===== src/design/wspr_pkg.sv =====
// Shared types and constants for the WSP Reply PDU parser.
// No dependencies; imported by wspr_parser, wspr_rsp_queue and wsp_reply_pdu_parser.
package wspr_pkg;

   // Kind of a result beat.
   typedef enum logic [3:0] {
      KIND_STATUS    = 4'd0,
      KIND_TYPE_CODE = 4'd1,
      KIND_TYPE_CHAR = 4'd2,
      KIND_SERVER    = 4'd3,
      KIND_LOCATION  = 4'd4,
      KIND_LENGTH    = 4'd5,
      KIND_BODY      = 4'd6,
      KIND_DONE      = 4'd7,
      KIND_ERROR     = 4'd8
   } kind_type;

   typedef enum logic [1:0] {
      ERR_NONE      = 2'd0,
      ERR_SHORT     = 2'd1,
      ERR_NOT_REPLY = 2'd2,
      ERR_BAD_UVAR  = 2'd3
   } err_type;

   localparam logic [7:0] TYPE_REPLY      = 8'h04;
   localparam logic [7:0] TEXT_MIN        = 8'h20;
   localparam logic [7:0] SHORT_LEN_LIMIT = 8'd31;
   localparam logic [6:0] HDR_SERVER      = 7'h26;
   localparam logic [6:0] HDR_LOCATION    = 7'h1C;
   localparam logic [6:0] HDR_CONT_LEN    = 7'h0D;
   localparam logic [2:0] UVAR_MAX_BYTES  = 3'd5;

   typedef struct packed {
      kind_type    kind;
      logic [31:0] value;
      logic        string_end;
      logic [15:0] body_length;
      logic        headers_truncated;
      err_type     error_code;
      logic        pdu_end;
   } rsp_item_type;

   // Up to two result beats produced by one input byte, in order.
   typedef struct packed {
      logic         vld0;
      rsp_item_type item0;
      logic         vld1;
      rsp_item_type item1;
   } push_type;

   function automatic rsp_item_type make_item(input kind_type k, input logic [31:0] v,
                                              input logic send, input logic [15:0] blen,
                                              input logic trunc, input err_type e,
                                              input logic last);
      rsp_item_type it;
      it.kind              = k;
      it.value             = v;
      it.string_end        = send;
      it.body_length       = blen;
      it.headers_truncated = trunc;
      it.error_code        = e;
      it.pdu_end           = last;
      return it;
   endfunction

endpackage


===== src/design/wspr_parser.sv =====
// Byte-wise parse state machine of the WSP Reply PDU parser.
// Depends on wspr_pkg; produces up to two result beats per consumed byte.
module wspr_parser #(
   parameter int PDU_LENGTH_BITS = 16
) (
   input  logic              clock,
   input  logic              reset,
   input  logic              tid_present,
   input  logic              go,
   input  logic [7:0]        data_byte,
   input  logic              final_byte,
   output wspr_pkg::push_type push
);
   import wspr_pkg::*;

   typedef enum logic [20:0] {
      PH_TID           = 21'h000001,
      PH_TYPE          = 21'h000002,
      PH_STATUS        = 21'h000004,
      PH_UVAR          = 21'h000008,
      PH_CT_FIRST      = 21'h000010,
      PH_CT_LENVAL     = 21'h000020,
      PH_CT_TEXT       = 21'h000040,
      PH_FIELD         = 21'h000080,
      PH_NAME_SKIP     = 21'h000100,
      PH_NAMEVAL_FIRST = 21'h000200,
      PH_TEXT_SKIP     = 21'h000400,
      PH_SRV_FIRST     = 21'h000800,
      PH_SRV_TEXT      = 21'h001000,
      PH_LOC_FIRST     = 21'h002000,
      PH_LOC_TEXT      = 21'h004000,
      PH_CL_FIRST      = 21'h008000,
      PH_CL_MULTI      = 21'h010000,
      PH_OTH_FIRST     = 21'h020000,
      PH_SKIP          = 21'h040000,
      PH_BODY          = 21'h080000,
      PH_DISCARD       = 21'h100000
   } phase_type;

   localparam logic [PDU_LENGTH_BITS-1:0] COUNT_MAX = {PDU_LENGTH_BITS{1'b1}};

   phase_type                  phase_ff, phase_in;
   logic                       started_ff, started_in;
   logic [31:0]                hdr_rem_ff, hdr_rem_in;
   logic [4:0]                 skip_ff, skip_in;
   logic [31:0]                acc_ff, acc_in;
   logic [2:0]                 uvb_ff, uvb_in;
   logic [31:0]                clen_ff, clen_in;
   logic [PDU_LENGTH_BITS-1:0] body_cnt_ff, body_cnt_in;

   // Phase that follows the first byte of a header field.
   function automatic phase_type field_next(input logic [7:0] b);
      phase_type p;
      if (b[7]) begin
         if (b[6:0] == HDR_SERVER) p = PH_SRV_FIRST;
         else if (b[6:0] == HDR_LOCATION) p = PH_LOC_FIRST;
         else if (b[6:0] == HDR_CONT_LEN) p = PH_CL_FIRST;
         else p = PH_OTH_FIRST;
      end else if (b < TEXT_MIN) begin
         p = PH_FIELD;
      end else begin
         p = PH_NAME_SKIP;
      end
      return p;
   endfunction

   always_comb begin
      phase_type    cur;
      logic         main_v, len_v, done_v, trunc;
      rsp_item_type main_it, len_it, done_it, blank;
      logic [31:0]  bval, bc_wide, hr_dec;

      blank   = make_item(KIND_STATUS, 32'd0, 1'b0, 16'd0, 1'b0, ERR_NONE, 1'b0);
      cur     = started_ff ? phase_ff : (tid_present ? PH_TID : PH_TYPE);
      bval    = {24'd0, data_byte};
      main_v  = 1'b0;
      len_v   = 1'b0;
      done_v  = 1'b0;
      trunc   = 1'b0;
      main_it = blank;
      len_it  = blank;
      done_it = blank;
      hr_dec  = hdr_rem_ff - 32'd1;
      bc_wide = 32'd0;

      phase_in    = cur;
      started_in  = 1'b1;
      hdr_rem_in  = hdr_rem_ff;
      skip_in     = skip_ff;
      acc_in      = acc_ff;
      uvb_in      = uvb_ff;
      clen_in     = clen_ff;
      body_cnt_in = body_cnt_ff;

      case (cur)
         PH_TID, PH_TYPE, PH_STATUS: begin
            if (final_byte) begin
               main_v  = 1'b1;
               main_it = make_item(KIND_ERROR, 32'd0, 1'b0, 16'd0, 1'b0, ERR_SHORT, 1'b1);
            end else if (cur == PH_TID) begin
               phase_in = PH_TYPE;
            end else if (cur == PH_TYPE) begin
               if (data_byte != TYPE_REPLY) begin
                  main_v   = 1'b1;
                  main_it  = make_item(KIND_ERROR, 32'd0, 1'b0, 16'd0, 1'b0,
                                       ERR_NOT_REPLY, 1'b1);
                  phase_in = PH_DISCARD;
               end else begin
                  phase_in = PH_STATUS;
               end
            end else begin
               main_v   = 1'b1;
               main_it  = make_item(KIND_STATUS, bval, 1'b0, 16'd0, 1'b0, ERR_NONE, 1'b0);
               acc_in   = 32'd0;
               uvb_in   = 3'd0;
               phase_in = PH_UVAR;
            end
         end
         PH_UVAR: begin
            acc_in = {acc_ff[24:0], data_byte[6:0]};
            uvb_in = uvb_ff + 3'd1;
            if (!data_byte[7]) begin
               hdr_rem_in = acc_in;
               phase_in   = (acc_in == 32'd0) ? PH_BODY : PH_CT_FIRST;
               acc_in     = 32'd0;
            end else if (final_byte || uvb_in >= UVAR_MAX_BYTES) begin
               main_v  = 1'b1;
               main_it = make_item(KIND_ERROR, 32'd0, 1'b0, 16'd0, 1'b0, ERR_BAD_UVAR, 1'b1);
               if (!final_byte) phase_in = PH_DISCARD;
            end
         end
         PH_BODY: begin
            main_v  = 1'b1;
            main_it = make_item(KIND_BODY, bval, 1'b0, 16'd0, 1'b0, ERR_NONE, 1'b0);
            if (body_cnt_ff != COUNT_MAX) body_cnt_in = body_cnt_ff + 1'b1;
         end
         PH_DISCARD: begin
            phase_in = PH_DISCARD;
         end
         default: begin
            // Header block byte.
            hdr_rem_in = hr_dec;
            case (cur)
               PH_CT_FIRST: begin
                  if (data_byte[7]) begin
                     main_v   = 1'b1;
                     main_it  = make_item(KIND_TYPE_CODE, {25'd0, data_byte[6:0]}, 1'b0,
                                          16'd0, 1'b0, ERR_NONE, 1'b0);
                     phase_in = PH_FIELD;
                  end else if (data_byte < TEXT_MIN) begin
                     skip_in  = data_byte[4:0];
                     phase_in = PH_CT_LENVAL;
                  end else begin
                     main_v   = 1'b1;
                     main_it  = make_item(KIND_TYPE_CHAR, bval, 1'b0, 16'd0, 1'b0,
                                          ERR_NONE, 1'b0);
                     phase_in = PH_CT_TEXT;
                  end
               end
               PH_CT_LENVAL: begin
                  if (data_byte[7]) begin
                     main_v  = 1'b1;
                     main_it = make_item(KIND_TYPE_CODE, {25'd0, data_byte[6:0]}, 1'b0,
                                         16'd0, 1'b0, ERR_NONE, 1'b0);
                  end
                  if (skip_ff == 5'd0) begin
                     phase_in = field_next(data_byte);
                  end else begin
                     skip_in  = skip_ff - 5'd1;
                     phase_in = (skip_in == 5'd0) ? PH_FIELD : PH_SKIP;
                  end
               end
               PH_CT_TEXT, PH_SRV_TEXT, PH_LOC_TEXT, PH_SRV_FIRST, PH_LOC_FIRST: begin
                  if ((cur == PH_SRV_FIRST || cur == PH_LOC_FIRST) && data_byte[7]) begin
                     phase_in = PH_FIELD;
                  end else begin
                     main_v = 1'b1;
                     if (cur == PH_CT_TEXT) main_it.kind = KIND_TYPE_CHAR;
                     else if (cur == PH_SRV_TEXT || cur == PH_SRV_FIRST)
                        main_it.kind = KIND_SERVER;
                     else main_it.kind = KIND_LOCATION;
                     if (data_byte == 8'd0) begin
                        main_it.string_end = 1'b1;
                        phase_in           = PH_FIELD;
                     end else begin
                        main_it.value = bval;
                        if (cur == PH_CT_TEXT) phase_in = PH_CT_TEXT;
                        else if (cur == PH_SRV_TEXT || cur == PH_SRV_FIRST)
                           phase_in = PH_SRV_TEXT;
                        else phase_in = PH_LOC_TEXT;
                     end
                  end
               end
               PH_FIELD: begin
                  phase_in = field_next(data_byte);
               end
               PH_NAME_SKIP: begin
                  if (data_byte == 8'd0) phase_in = PH_NAMEVAL_FIRST;
               end
               PH_NAMEVAL_FIRST: begin
                  phase_in = (data_byte[7] || data_byte == 8'd0) ? PH_FIELD : PH_TEXT_SKIP;
               end
               PH_TEXT_SKIP: begin
                  if (data_byte == 8'd0) phase_in = PH_FIELD;
               end
               PH_CL_FIRST: begin
                  if (data_byte[7]) begin
                     clen_in  = {25'd0, data_byte[6:0]};
                     main_v   = 1'b1;
                     main_it  = make_item(KIND_LENGTH, clen_in, 1'b0, 16'd0, 1'b0,
                                          ERR_NONE, 1'b0);
                     phase_in = PH_FIELD;
                  end else if (data_byte < SHORT_LEN_LIMIT) begin
                     acc_in  = 32'd0;
                     skip_in = data_byte[4:0];
                     if (data_byte == 8'd0) begin
                        clen_in  = 32'd0;
                        main_v   = 1'b1;
                        main_it  = make_item(KIND_LENGTH, 32'd0, 1'b0, 16'd0, 1'b0,
                                             ERR_NONE, 1'b0);
                        phase_in = PH_FIELD;
                     end else begin
                        phase_in = PH_CL_MULTI;
                     end
                  end else begin
                     phase_in = PH_FIELD;
                  end
               end
               PH_CL_MULTI: begin
                  acc_in  = {acc_ff[23:0], data_byte};
                  skip_in = skip_ff - 5'd1;
                  if (skip_in == 5'd0) begin
                     clen_in  = acc_in;
                     main_v   = 1'b1;
                     main_it  = make_item(KIND_LENGTH, acc_in, 1'b0, 16'd0, 1'b0,
                                          ERR_NONE, 1'b0);
                     phase_in = PH_FIELD;
                  end
               end
               PH_OTH_FIRST: begin
                  if (data_byte[7]) begin
                     phase_in = PH_FIELD;
                  end else if (data_byte < SHORT_LEN_LIMIT) begin
                     skip_in  = data_byte[4:0];
                     phase_in = (data_byte == 8'd0) ? PH_FIELD : PH_SKIP;
                  end else begin
                     phase_in = PH_TEXT_SKIP;
                  end
               end
               PH_SKIP: begin
                  if (skip_ff != 5'd0) skip_in = skip_ff - 5'd1;
                  if (skip_in == 5'd0) phase_in = PH_FIELD;
               end
               default: begin
                  phase_in = PH_FIELD;
               end
            endcase
            // End of the header block: flush a cut-off multi-octet length.
            if (hr_dec == 32'd0) begin
               if (phase_in == PH_CL_MULTI) begin
                  clen_in = acc_in;
                  len_v   = 1'b1;
                  len_it  = make_item(KIND_LENGTH, acc_in, 1'b0, 16'd0, 1'b0, ERR_NONE, 1'b0);
               end
               phase_in = PH_BODY;
            end
         end
      endcase

      if (final_byte) begin
         if (phase_in != PH_TID && phase_in != PH_TYPE && phase_in != PH_STATUS &&
             phase_in != PH_UVAR && phase_in != PH_DISCARD) begin
            if (phase_in != PH_BODY) begin
               trunc = 1'b1;
               if (phase_in == PH_CL_MULTI) begin
                  clen_in = acc_in;
                  len_v   = 1'b1;
                  len_it  = make_item(KIND_LENGTH, acc_in, 1'b0, 16'd0, 1'b0, ERR_NONE, 1'b0);
               end
            end
            bc_wide = 32'(body_cnt_in);
            done_v  = 1'b1;
            done_it = make_item(KIND_DONE, (clen_in != 32'd0) ? clen_in : bc_wide, 1'b0,
                                bc_wide[15:0], trunc, ERR_NONE, 1'b1);
         end
         // Per-PDU state is cleared after the last byte.
         started_in  = 1'b0;
         phase_in    = PH_TYPE;
         hdr_rem_in  = 32'd0;
         skip_in     = 5'd0;
         acc_in      = 32'd0;
         uvb_in      = 3'd0;
         clen_in     = 32'd0;
         body_cnt_in = '0;
      end

      // Order the beats: byte result, flushed length, then done.
      push.vld0  = 1'b0;
      push.item0 = blank;
      push.vld1  = 1'b0;
      push.item1 = blank;
      if (main_v) begin
         push.vld0  = go;
         push.item0 = main_it;
         if (len_v) begin
            push.vld1  = go;
            push.item1 = len_it;
         end else if (done_v) begin
            push.vld1  = go;
            push.item1 = done_it;
         end
      end else if (len_v) begin
         push.vld0  = go;
         push.item0 = len_it;
         if (done_v) begin
            push.vld1  = go;
            push.item1 = done_it;
         end
      end else if (done_v) begin
         push.vld0  = go;
         push.item0 = done_it;
      end
   end

   always_ff @(posedge clock) begin
      if (reset) begin
         phase_ff    <= PH_TYPE;
         started_ff  <= 1'b0;
         hdr_rem_ff  <= 32'd0;
         skip_ff     <= 5'd0;
         acc_ff      <= 32'd0;
         uvb_ff      <= 3'd0;
         clen_ff     <= 32'd0;
         body_cnt_ff <= '0;
      end else if (go) begin
         phase_ff    <= phase_in;
         started_ff  <= started_in;
         hdr_rem_ff  <= hdr_rem_in;
         skip_ff     <= skip_in;
         acc_ff      <= acc_in;
         uvb_ff      <= uvb_in;
         clen_ff     <= clen_in;
         body_cnt_ff <= body_cnt_in;
      end
   end

endmodule


===== src/design/wspr_rsp_queue.sv =====
// Four-entry result queue of the WSP Reply PDU parser: two pushes, one pop per cycle.
// Depends on wspr_pkg for the result beat and push group types.
module wspr_rsp_queue (
   input  logic                   clock,
   input  logic                   reset,
   input  wspr_pkg::push_type     push,
   input  logic                   pop_ready,
   output logic                   out_vld,
   output wspr_pkg::rsp_item_type out_item,
   output logic                   room
);
   import wspr_pkg::*;

   localparam int DEPTH  = 4;
   localparam int CNT_W  = $clog2(DEPTH + 1);

   rsp_item_type          q_ff [DEPTH];
   rsp_item_type          q_in [DEPTH];
   logic [CNT_W-1:0]      cnt_ff, cnt_in;
   logic [CNT_W-1:0]      base;
   logic                  pop;

   assign out_vld  = (cnt_ff != '0);
   assign out_item = q_ff[0];
   assign pop      = out_vld && pop_ready;
   assign base     = cnt_ff - CNT_W'(pop);
   // Room for two more beats once this cycle's pop is taken.
   assign room     = (base <= CNT_W'(DEPTH - 2));

   always_comb begin
      for (int i = 0; i < DEPTH - 1; i++) begin
         q_in[i] = pop ? q_ff[i + 1] : q_ff[i];
      end
      q_in[DEPTH-1] = q_ff[DEPTH-1];
      for (int i = 0; i < DEPTH; i++) begin
         if (push.vld0 && base == CNT_W'(i)) q_in[i] = push.item0;
         if (push.vld1 && base + CNT_W'(1) == CNT_W'(i)) q_in[i] = push.item1;
      end
      cnt_in = base + CNT_W'(push.vld0) + CNT_W'(push.vld1);
   end

   always_ff @(posedge clock) begin
      if (reset) begin
         cnt_ff <= '0;
      end else begin
         cnt_ff <= cnt_in;
      end
   end

   always_ff @(posedge clock) begin
      q_ff <= q_in;
   end

endmodule


===== src/design/wsp_reply_pdu_parser.sv =====
// A byte accepted into the input register is parsed when the result queue has room; its result
// beats are written into the result queue, from which the downstream side takes them.
// Throughput: one byte per cycle while the result queue has room; a byte may yield two result
// beats, and the four-entry result queue absorbs such bursts.
// Reset (synchronous, active high) empties the input register and the result queue, sets
// tid_present to 1 and returns the parser to the start of a PDU.
// Top level of the WSP Reply PDU parser; depends on wspr_pkg, wspr_parser and wspr_rsp_queue.
module wsp_reply_pdu_parser #(
   parameter int PDU_LENGTH_BITS = 16
) (
   input  logic        clock,
   input  logic        reset,
   // Input bytes.
   input  logic        req_tvalid,
   output logic        req_tready,
   input  logic [7:0]  req_tdata,   // data_byte[7:0]
   input  logic        req_tlast,   // final_byte
   // Result beats.
   output logic        rsp_tvalid,
   input  logic        rsp_tready,
   // value[31:0], string_end[32], body_length[48:33], headers_truncated[49],
   // error_code[51:50], zero pad[55:52]
   output logic [55:0] rsp_tdata,
   output logic [3:0]  rsp_tuser,   // kind[3:0]
   output logic        rsp_tlast,   // pdu_end
   // Configuration: tid_present.
   input  logic        csr_wr_en,
   input  logic        csr_wr_data
);
   import wspr_pkg::*;

   // The input register holds one byte; it is consumed whenever the result queue has room
   // for the up to two beats the byte may produce, so a new byte is taken in the same cycle.
   logic         in_vld_ff, in_vld_in;
   logic [7:0]   in_data_ff;
   logic         in_last_ff;
   logic         tid_ff;
   logic         room;
   logic         proc_go;
   logic         req_fire;
   push_type     push;
   rsp_item_type out_item;

   assign proc_go    = in_vld_ff && room;
   assign req_tready = !in_vld_ff || proc_go;
   assign req_fire   = req_tvalid && req_tready;

   always_comb begin
      in_vld_in = in_vld_ff;
      if (req_fire) in_vld_in = 1'b1;
      else if (proc_go) in_vld_in = 1'b0;
   end

   always_ff @(posedge clock) begin
      if (reset) begin
         in_vld_ff <= 1'b0;
         tid_ff    <= 1'b1;
      end else begin
         in_vld_ff <= in_vld_in;
         if (csr_wr_en) tid_ff <= csr_wr_data;
      end
   end

   always_ff @(posedge clock) begin
      if (req_fire) begin
         in_data_ff <= req_tdata;
         in_last_ff <= req_tlast;
      end
   end

   // The parser advances its per-PDU state by one byte each time proc_go is high.
   wspr_parser #(
      .PDU_LENGTH_BITS(PDU_LENGTH_BITS)
   ) u_parser (
      .clock       (clock),
      .reset       (reset),
      .tid_present (tid_ff),
      .go          (proc_go),
      .data_byte   (in_data_ff),
      .final_byte  (in_last_ff),
      .push        (push)
   );

   // Result beats wait here until the downstream side takes them.
   wspr_rsp_queue u_queue (
      .clock     (clock),
      .reset     (reset),
      .push      (push),
      .pop_ready (rsp_tready),
      .out_vld   (rsp_tvalid),
      .out_item  (out_item),
      .room      (room)
   );

   assign rsp_tdata = {4'd0, out_item.error_code, out_item.headers_truncated,
                       out_item.body_length, out_item.string_end, out_item.value};
   assign rsp_tuser = out_item.kind;
   assign rsp_tlast = out_item.pdu_end;

`ifndef SYNTH
   // The last beat of a PDU is always a done or an error beat.
   a_end_kind: assert property (@(posedge clock) disable iff (reset)
      (rsp_tvalid && rsp_tlast) |-> (rsp_tuser == KIND_DONE || rsp_tuser == KIND_ERROR))
      else $error("pdu_end on a beat that is neither done nor error");

   // Error codes appear only on error beats.
   a_err_only: assert property (@(posedge clock) disable iff (reset)
      (rsp_tvalid && rsp_tuser != KIND_ERROR) |-> (rsp_tdata[51:50] == ERR_NONE))
      else $error("error code on a non-error beat");

   // A byte held for lack of queue room is not lost.
   a_hold_byte: assert property (@(posedge clock) disable iff (reset)
      (in_vld_ff && !proc_go) |=> in_vld_ff)
      else $error("held input byte dropped");
`endif

endmodule

===== config.mk =====
export PLATFORM = sky130hd
export DESIGN_NAME = wsp_reply_pdu_parser
export DESIGN_NICKNAME = d
export VERILOG_FILES = /design/src/design/wspr_pkg.sv /design/src/design/wspr_parser.sv /design/src/design/wspr_rsp_queue.sv /design/src/design/wsp_reply_pdu_parser.sv
export SDC_FILE = /design/constraint.sdc
export NUM_CORES = 1
export LEC_CHECK = 0
export BUFFER_PORTS_ARGS = -buffer_cell sky130_fd_sc_hd__buf_4
export CAP_MARGIN = 20
export CORE_UTILIZATION = 45
export CTS_CLUSTER_SIZE = 40
export DETAILED_ROUTE_END_ITERATION = 16
export HOLD_SLACK_MARGIN = 0.08
export PLACE_DENSITY = 0.57
export SLEW_MARGIN = 20
export SYNTH_ARGS = -nofsm -noshare
export SYNTH_HDL_FRONTEND = slang
export SYNTH_SLANG_ARGS = --single-unit

===== constraint.sdc =====
create_clock -name clock -period 7.45 [get_ports clock]
set_input_delay 1.1175 -clock clock [delete_from_list [all_inputs] [get_ports clock]]
set_output_delay 1.1175 -clock clock [all_outputs]
set_load 0.01 [all_outputs]

==> impl_metrics.yaml <==
detailed_routing:
  wl_microns: 90600
  drt-initial-drc-count: 2264
  route.detailed.drc: 0
  post_drt_wl_per_cell_microns: 26.6
  vias_per_cell: 6.52
  first_pass_iters: 8
  antenna_left: 0
  via_count: 22200
critical_path:
  reg2reg_depth: 17
  startpoint_type: "flop"
  worst-setup-path-type: "flop to flop"
  cp_max_fo: 18
  reg2reg_from: "u_parser.phase_ff[8]"
  worst_ep_required_time_ps: 7790
  cp-startpoint: "u_parser.phase_ff[8]"
  crit_path_end_kind: "flop"
  reg2reg_slack_ps: 610
  arrival_ps: 7170
synth:
  synth_area_sq_um: 23000
  synth-warning-count: 0
  yosys-top-cells-count: "397 x nand2_1, 367 x nor2_1, 237 x edfxtp_1, 186 x clkbuf_1, 183 x o21ai_0"
  synth.area.top_cells: "edfxtp_1 31%, dfxtp_1 13%, nand2_1 6.5%"
  yosysTopAreaCellShare_pct: 30.9
  synth-async-reset-ratio_pct: 0
  yosysUniqueCellTypes: 95
  synth_top_cell_by_area: "edfxtp_1"
  ys_seq_area_share_pct: 43.6
  synth-main-ff-cell: "edfxtp_1"
  syn_inst: 2746
  syn_avg_cell_area_sq_um: 8.39
  synthMostInstantiatedCell: "nand2_1"
  ys_ff_latch: 384
  synth_edf_count: 237
floorplanning:
  die-area_sq_um: 52100
  placeableCoreArea_sq_um: 50400
  ios: 78
  start_util_pct: 45.8
  die_height_microns: 228
  rows: 82
  die_w_microns: 228
timing:
  timing.hold.ws_ps: 457
  setup_violations: 0
  hold_viol_final: 0
  slew-limit-headroom_pct: 11.5
  fin_skew_ps: 33.7
  rsz0062_at_grt: "no"
  period_share_pct: 91.8
  slew_viol_final: 0
  fin_tns_setup_ps: 0
  layout_setup_ws_ps: 613
  period_minus_slack_ps: 6840
  worstMarginPinSlew_ps: 1320
  fmax_mhz: 146
clocking:
  cts.reportedPaths.clkPinSlew_ps: 60
  cts_tree: "built"
  clockBufferDepth: 3
  clk_latency_ps: 610
  h-tree-depth: 2
  root_buffer: "clkbuf_16"
  post_cts_buffers: 0
  hold_buffers: 0
  numClockSinks: 384
  post_cts_resized: 0
  numCtsBuffers: 46
layout:
  fin_cells: 3410
  postLayoutCellArea_sq_um: 25700
  nets: 2730
  syn2layout_area_growth_pct: 11.5
  multiInputGateArea_sq_um: 11700
  layout-drive-gt1-share_pct: 11.1
  fill_cells: 4799
  regArea_sq_um: 10100
  finish.utilization_pct: 51.0
global_route:
  grt_util_met2_pct: 51.8
  grt_pass1_vias: 20700
  use_met3_pct: 5.58
  track_usage_pct: 34.0
  use_met1_pct: 47.2
  grt_pass1_wl_microns: 135000
  grt_max_degree: 80
  grt.overflow.total: 0
  busiest_layer: "met2"
  antenna_found_initial: 1
power:
  powerDensity_nw_per_um2: 293
  ir_drop_mv: 0.215
  power_leakage_nw: 9.31
  total_power_mw: 7.52
min_path:
  hold_class: "flop to flop"
  worstHoldPathCells: 2
  hp-start: "u_parser.clen_ff[23]"
placement:
  dp_hpwl_microns: 63000
  pre_cts_slack_ps: 952
  gp_congestion: 1.00
  placed_area_sq_um: 24100
  dp_cells: 3327
  portBuffers: 73
flow_run:
  cap_violations: 0
outcome:
  status: "finished, final reports clean"
worst max-delay path: stages, from the launching register on:
cell and delay, ps:
dfxtp_1 390, o41ai_2 730, nand3_1 650, nor2_1 510, nand3_1 200, o32ai_1 690
nand4_1 300, buf_4 270, buf_4 220, and3_1 170, a21oi_1 240, nor4_1 100
o22ai_1 250, or3_1 770, buf_4 340, o211a_1 250, o21ai_1 120, a221o_1 350
final cells by class:
class | count | area share, %
multi-input combinational | 2062 | 45.7
sequential | 384 | 39.2
timing repair buffer | 181 | 5.44
clock buffer | 57 | 4.72
tap | 672 | 3.27
clock inverter | 25 | 1.26
inverter | 28 | 0.409
antenna | 1 | 0.00974
layer usage:
layer	wire (microns)	share of wire, %
met4	4510	5.0
met2	39300	43
met5	0	0
met3	8400	9.3
met1	38400	42
kinds of logic (layout without fill, tap and decap cells):
| family | Yosys count | in the layout | share of synthesized area (%) |
|---|---|---|---|
| simple gates | 1104 | 1104 | 21.8 |
| compound gates | 861 | 861 | 24.5 |
| flops | 384 | 384 | 43.6 |
| buf+inv | 303 | 291 | 6.03 |
| mux | 48 | 48 | 2.12 |
| xor+xnor | 33 | 33 | 1.25 |
| fa+ha+maj | 12 | 12 | 0.684 |
| other cells | 1 | 5 | 0.0163 |
final timing paths:
kind                                        endpoint
worst min register to register  u_parser.clen_ff[23]
worst min-delay path            u_parser.clen_ff[23]
worst max register to register      u_queue.q_ff[87]
worst max-delay path                u_queue.q_ff[87]
sequential cells by signal, summed over array words and instances (netlist names):
| register | count |
|---|---|
| u_parser.skip_ff | 5 |
| in_data_ff | 8 |
| u_parser.uvb_ff | 3 |
| u_queue.out_item | 57 |
| u_queue.q_ff | 171 |
| u_parser.started_ff | 1 |
| u_parser.acc_ff | 32 |
| in_last_ff | 1 |
| u_parser.body_cnt_ff | 16 |
| u_parser.clen_ff | 32 |
| in_vld_ff | 1 |
| u_parser.phase_ff | 21 |
| u_parser.hdr_rem_ff | 32 |
| u_queue.cnt_ff | 3 |
| tid_ff | 1 |
power breakdown:
part / total, mW / internal, mW / switching, mW
clock: 2.34 / 1.40 / 0.941
combinational: 2.06 / 0.685 / 1.37
sequential: 3.12 / 2.96 / 0.162
placed cells by master (no fill, tap or decap), drive strengths merged, types with 23 or more instances in the layout:
cell,Yosys,layout
buf,87,181
o21ai,227,227
o31ai,30,30
a21oi,182,182
dfxtp,147,147
nor4,36,36
nor2,367,367
clkbuf,188,57
and3,25,25
or3,23,23
a22oi,131,131
a31oi,27,27
edfxtp,237,237
inv,27,28
o211ai,66,66
mux2i,44,44
nand3,46,46
nand4,24,24
a22o,23,23
nor3,67,67
nand2,397,397
Power figures use the tool's default switching activity.
